File: src/hdl/dsf_pkg.sv
// Package for the duplicate read site filter.
// Holds table geometry, the entry and result types and the operation codes.
// No dependencies.
package dsf_pkg;

    localparam int POSITIONS  = 1048576;
    localparam int COUNT_BITS = 16;
    localparam int ADDR_BITS  = $clog2(POSITIONS);

    localparam int POS_BITS   = 20;
    localparam int QUAL_BITS  = 8;
    localparam int THR_BITS   = 16;
    localparam int DEPTH_BITS = 16;
    localparam int OP_BITS    = 2;

    localparam int S_TDATA_BITS = 32;
    localparam int M_TDATA_BITS = 24;

    localparam logic [COUNT_BITS-1:0] COUNT_MAX    = '1;
    localparam logic [THR_BITS-1:0]   THR_RESET    = THR_BITS'(2);
    localparam logic [THR_BITS-1:0]   THR_BEST_ONE = THR_BITS'(1);

    typedef enum logic [OP_BITS-1:0] {
        OP_CLEAR  = 2'd0,
        OP_COUNT  = 2'd1,
        OP_SCAN   = 2'd2,
        OP_FILTER = 2'd3
    } t_op;

    typedef struct packed {
        logic                  taken;
        logic [QUAL_BITS-1:0]  best;
        logic [COUNT_BITS-1:0] count;
    } t_entry;

    typedef struct packed {
        logic                  dup;
        logic [DEPTH_BITS-1:0] depth;
        logic                  keep;
    } t_result;

    localparam int ENTRY_BITS  = $bits(t_entry);
    localparam int RESULT_BITS = $bits(t_result);

endpackage

File: src/hdl/dsf_update.sv
// Entry update logic: computes the new table entry and the result for one request.
// Depends on dsf_pkg.
module dsf_update
    import dsf_pkg::*;
(
    input  t_op                  i_op,
    input  logic [QUAL_BITS-1:0] i_quality,
    input  t_entry               i_entry,
    input  logic [THR_BITS-1:0]  i_threshold,
    input  logic                 i_in_range,
    output t_entry               o_entry,
    output logic                 o_write,
    output t_result              o_result
);

    logic        keep;
    logic [31:0] count_wide;

    always_comb begin
        o_entry = i_entry;
        o_write = 1'b0;
        keep    = 1'b0;
        unique case (i_op)
            OP_CLEAR: begin
                o_entry = '0;
                o_write = 1'b1;
            end
            OP_COUNT: begin
                if (i_entry.count != COUNT_MAX) begin
                    o_entry.count = i_entry.count + COUNT_BITS'(1);
                end
                if (i_quality > i_entry.best) begin
                    o_entry.best = i_quality;
                end
                o_write = 1'b1;
            end
            OP_SCAN: begin
                o_write = 1'b0;
            end
            OP_FILTER: begin
                if (i_threshold != THR_BEST_ONE) begin
                    keep = (32'(i_entry.count) < 32'(i_threshold));
                end else if (i_quality == i_entry.best && !i_entry.taken) begin
                    keep          = 1'b1;
                    o_entry.taken = 1'b1;
                    o_write       = 1'b1;
                end
            end
            default: begin
                o_write = 1'b0;
            end
        endcase

        count_wide = 32'(o_entry.count);
        if (i_in_range) begin
            o_result.keep  = keep;
            o_result.depth = (count_wide > 32'hFFFF) ? DEPTH_BITS'(16'hFFFF)
                                                     : count_wide[DEPTH_BITS-1:0];
            o_result.dup   = (count_wide >= 32'(i_threshold));
        end else begin
            o_result = '0;
        end
    end

endmodule

File: config.mk
export PLATFORM = sky130hd
export DESIGN_NAME = dsf_update
export DESIGN_NICKNAME = d
export VERILOG_FILES = /design/src/hdl/dsf_pkg.sv /design/src/hdl/dsf_update.sv
export SDC_FILE = /design/constraint.sdc
export NUM_CORES = 1
export LEC_CHECK = 0
export BUFFER_PORTS_ARGS = -buffer_cell sky130_fd_sc_hd__buf_2
export CAP_MARGIN = 25
export CORE_ASPECT_RATIO = 0.9
export CORE_MARGIN = 2
export CORE_UTILIZATION = 45
export DETAILED_ROUTE_END_ITERATION = 8
export GPL_ROUTABILITY_DRIVEN = 1
export PLACE_DENSITY = 0.83
export SLEW_MARGIN = 0
export SYNTH_ARGS = -nofsm -noshare
export SYNTH_HDL_FRONTEND = slang
export SYNTH_SLANG_ARGS = --single-unit
File: constraint.sdc
create_clock -name vclk -period 8.5
set_input_delay 1.7 -clock vclk [all_inputs]
set_output_delay 1.7 -clock vclk [all_outputs]
set_load 0.02 [all_outputs]
==> results_dict.tcl, run 1 <==
set metrics [dict create \
    status "finished, final reports clean" \
    post_cts_resized 0 \
    ios 96 \
    power_switching_uw 85.6 \
    grt_util_met2_pct 42.5 \
    synthTopCellsByArea "ha_1, nor2_1, a21oi_1" \
    final_hold_viol_count 0 \
    p_int_uw 53.7 \
    yosysMostFrequentCell "ha_1" \
    drv_cap 0 \
    cp_top_family "compound AO/OA/AOI/OAI gates" \
    wl_um 6490 \
    synth_cells 283 \
    pwr-share-seq_pct 0 \
    grt_use_met3_pct 1.36 \
    dp_cells 429 \
    worstPathArrival_ns 4.75 \
    fin_tns_setup_ns 0 \
    grt_usage_pct 26.0 \
    seq_cell_count 0 \
    fin_crit_ns 6.45 \
    path_cells "buf_2 -> ha_1 -> and3_1 -> nand4_4 -> or3_1 -> a32oi_1 -> ha_1 -> nand2b_1 -> a211oi_1 -> o21ai_0 -> a311oi_1 -> o41ai_1 -> buf_2" \
    synth_top_area_share_pct 27.8 \
    crit_path_start_kind "input pin" \
    grt_start_max_net_pins 23 \
    wl_per_cell_um 15.1 \
    syn_area_per_cell_um2 6.99 \
    cp_slowest_stage_delay_ns 0.39 \
    via_per_inst 5.77 \
    syn_nets 379 \
    post-place-ws_ns 2.11 \
    tightest_slew_ns 0.898 \
    max_freq_mhz 155 \
    diodes 0 \
    fin_util_pct 59.8 \
    drt_iter0_drc 143 \
    rows 22 \
    p_per_area_mw_per_mm2 56.1 \
    final_area_mm2 0.00248 \
    cts_setup_buffers 0 \
    slew_headroom_pct 39.9 \
    finalMaxSlewViolations 0 \
    n_clock_buffer 0 \
    grt_pass1_vias 2245 \
    crit_slowest_cell "and3_1" \
    grt.busiest_layer "met2" \
    setup_violations 0 \
    place_congestion 0.938 \
    firstDrtPassIters 4 \
    worstPathMaxFanout 8 \
    clkPwrFrac_pct 0 \
    overflow 0 \
    yosysWarnings 0 \
    criticalPathCategory "in2out" \
    core_mm2 0.00416 \
    endpoint_kind "output port" \
    finalWorstSetupSlack_ns 2.05 \
    area_growth_pct 25.5 \
    met1_usage_pct 38.3 \
    fp.dieW_um 73.9 \
    ctsHoldBuffers 0 \
    nNetsFinal 467 \
    comb_power_share_pct 100.0 \
    drive_above_1_share_pct 31.2 \
    crit_buf_inv 2 \
    dp_hpwl_um 5480 \
    drc 0 \
    synth.distinct_cells 55 \
    num_vias 2477 \
    port_buffers 96 \
    antenna_found_initial 0 \
    die_area_mm2 0.00495 \
    place_area_mm2 0.00248 \
    yosys-top-cells-count "ha_1, nor2_1, inv_1, a21oi_1, nand2_1" \
    worst_ep_required_time_ns 6.80 \
    ys_seq_area_share_pct 0 \
    swShare_pct 61.4 \
    rsz0062_at_grt "false" \
    timing.final.crit_share_pct 75.9 \
    die_y_um 66.9 \
    ir_drop_v 0.0000337 \
    regArea_um2 0 \
    initial_utilization_pct 47.6 \
    p_leak_nw 1.34 \
    drtAntennaViolNets 0 \
    hold_class "in2out" \
    yosysTopAreaCell "ha_1" \
    grt_pass1_wl_um 10400 \
    syn_area_mm2 0.00198 \
    stdcell_count 429 \
]
## area by class of cell
| cell class | count | area [um2] |
|---|---|---|
| fillers | 416 | 1670 |
| well taps | 60 | 75.1 |
| repair buffers | 96 | 480 |
| inverters | 27 | 101 |
| multi-input cells | 246 | 1830 |
## power by group through the flow
stage          clock network (mW)  registers, mW  logic [mW]
2_1_floorplan                   0              0      0.0871
3_3_place_gp                    0              0       0.134
3_5_place_dp                    0              0       0.137
4_1_cts                         0              0       0.138
5_1_grt                         0              0       0.154
6_report                        0              0       0.139
## per-stage QoR
stage                     power [mW]  hold slack, ns
after floorplan               0.0871            3.54
final                          0.139            3.76
after global routing           0.154            3.78
after global placement         0.134            3.75
after detailed placement       0.137            3.76
after CTS                      0.138            3.76
## cell usage in the layout (no fill, tap or decap), types with 3 or more instances in the layout
cell and n:
and2_1 5, nand2_1 18, xor2_1 6, buf_2 96, and4_1 4, a21o_1 3, nand3_1 11, nor2_1 30
nand4_1 9, nand2b_1 4, inv_1 26, o21ai_0 15, nor3_1 7, and3_1 5, a21oi_1 21, ha_1 44
a22o_1 4, nor4_1 5, or3_1 3, xnor2_1 8, mux2_2 7, nor2b_1 4
## path summary, 6_finish.rpt
check / startpoint / end / slack [ns] / depth (start not counted)
max: i_entry[1] / o_result[17] / 2.05 / 13
min: i_entry[16] / o_entry[16] / 3.76 / 4
## layer usage
layer,vias up,routed length [um]
li1,1211,-
met1,1140,3050
met2,122,2860
met3,4,541
met4,0,36
met5,-,0
## cells by family (layout without fill, tap and decap cells)
| logic type | Yosys count | in the layout | synth area share (%) |
|---|---|---|---|
| AOI/OAI and AO/OA | 63 | 63 | 20.9 |
| xor gates and xnor gates | 14 | 14 | 6.19 |
| adders and majority gates | 44 | 44 | 27.8 |
| buffers and inverters | 37 | 123 | 7.71 |
| muxes | 9 | 9 | 4.99 |
| and+or+nand+nor | 116 | 116 | 32.4 |
Note: power is estimated with default switching activity, not from simulation.
==> run 2: changes to the inputs <==
Clock period 8.5 ns to 5.97 ns, I/O delays scaled along.
==> run 2 against run 1 <==
Design area grew 0.60%. Total power is 43% higher. Global-route usage fell by 0.34 points. Clock-buffer cell count unchanged. Critical path depth did not move. Die area did not move. Core utilization up 0.36 points. Sequential cell count unchanged. Via count down 0.16%. Highest routed layer is now met3.
==> results_dict.tcl, run 2 (synthesis gave the netlist of run 1 again) <==
set metrics [dict create \
    status "finished, final reports clean" \
    final_hold_viol_count 0 \
    max_freq_mhz 189 \
    ir_drop_v 0.0000496 \
    drt_iter0_drc 184 \
    overflow 0 \
    fin_crit_ns 5.28 \
    post_cts_resized 0 \
    worst_ep_required_time_ns 4.78 \
    nNetsFinal 469 \
    grt_pass1_wl_um 10300 \
    place_congestion 0.952 \
    worstPathMaxFanout 8 \
    endpoint_kind "output port" \
    ctsHoldBuffers 0 \
    drc 0 \
    crit_path_start_kind "input pin" \
    fin_tns_setup_ns 0 \
    drive_above_1_share_pct 31.5 \
    mostFrequentLayoutCell "buf_2" \
    min_to "o_entry[24]" \
    die_y_um 66.9 \
    initial_utilization_pct 47.6 \
    via_per_inst 5.74 \
    diodes 0 \
    grt_usage_pct 25.7 \
    hold_class "in2out" \
    die_area_mm2 0.00495 \
    most-common-layout-cells "buf_2, ha_1, nor2_1, inv_1, a21oi_1" \
    antenna_found_initial 0 \
    area_growth_pct 26.2 \
    drv_cap 0 \
    hp-start "i_entry[24]" \
    grt_start_max_net_pins 23 \
    worstPathArrival_ns 4.09 \
    min_path_cells 3 \
    wl_per_cell_um 14.9 \
    num_vias 2473 \
    tightest_slew_ns 0.661 \
    grt_pass1_vias 2207 \
    firstDrtPassIters 5 \
    dp_hpwl_um 5470 \
    fp.dieW_um 73.9 \
    rsz0062_at_grt "false" \
    rows 22 \
    wl_um 6410 \
    regArea_um2 0 \
    drtAntennaViolNets 0 \
    seq_cell_count 0 \
    timing.final.crit_share_pct 88.5 \
    core_mm2 0.00416 \
    criticalPathCategory "in2out" \
    n_clock_buffer 0 \
    finalMaxSlewViolations 0 \
    port_buffers 96 \
    p_leak_nw 1.36 \
    ios 96 \
    p_per_area_mw_per_mm2 79.7 \
    final_area_mm2 0.00250 \
    cts_setup_buffers 0 \
    nFillCells 394 \
    setup_violations 0 \
    whs_ns 2.74 \
    slew_headroom_pct 55.8 \
    place_area_mm2 0.00250 \
]
==> run 2: cell types whose count changed in the layout (fill, tap and decap cells not counted) <==
cell   before  now
buf_4       0    2
==> run 2: power breakdown <==
group / total [mW] / internal, mW / switching [mW]
Clock: 0 / 0 / 0
Combinational: 0.199 / 0.0774 / 0.122
Sequential: 0 / 0 / 0
Total: 0.199 / 0.0774 / 0.122
==> run 2: worst max-delay path by stage <==
stage	end	cells past startpoint	startpoint
after floorplan	o_result[17]	12	i_op[1]
after global placement	o_result[17]	13	i_entry[0]
after detailed placement	o_result[17]	13	i_entry[0]
after CTS	o_result[17]	13	i_entry[0]
after global routing	o_result[17]	13	i_entry[1]
final	o_result[17]	13	i_entry[0]
==> run 2: layout make-up <==
class                      instances  area [um2]  share of cell area [%]
tap                               60        75.1                    3.00
timing repair buffer              98         495                    19.8
multi-input combinational        246        1830                    73.1
inverter                          27         101                    4.06
==> run 2: metal layers <==
layer / wire, um / vias to the layer above / track usage (%)
met5: 0 / - / 0
met4: 0 / 0 / 1.82
met3: 512 / 0 / 1.06
met2: 2790 / 118 / 43.0
met1: 3100 / 1129 / 37.6
li1: - / 1226 / -
==> run 2: through the flow <==
stage	setup slack (ns)	std cells	power, mW	utilization, %
after detailed placement	0.737	431	0.196	60.1
after global placement	0.837	431	0.192	60.1
after global routing	0.458	431	0.220	60.1
after CTS	0.728	431	0.197	60.1
after floorplan	0.870	283	0.124	-
final	0.687	431	0.199	60.1
==> run 2: worst max-delay path: stages <==
cell and delay [ns]:
buf_2 0.14, ha_1 0.22, and3_1 0.37, nand4_4 0.16, or3_1 0.33, a32oi_1 0.29
ha_1 0.28, nand2b_1 0.14, a211oi_1 0.24, o21ai_0 0.15, a311oi_1 0.30, o41ai_1 0.11
buf_2 0.17
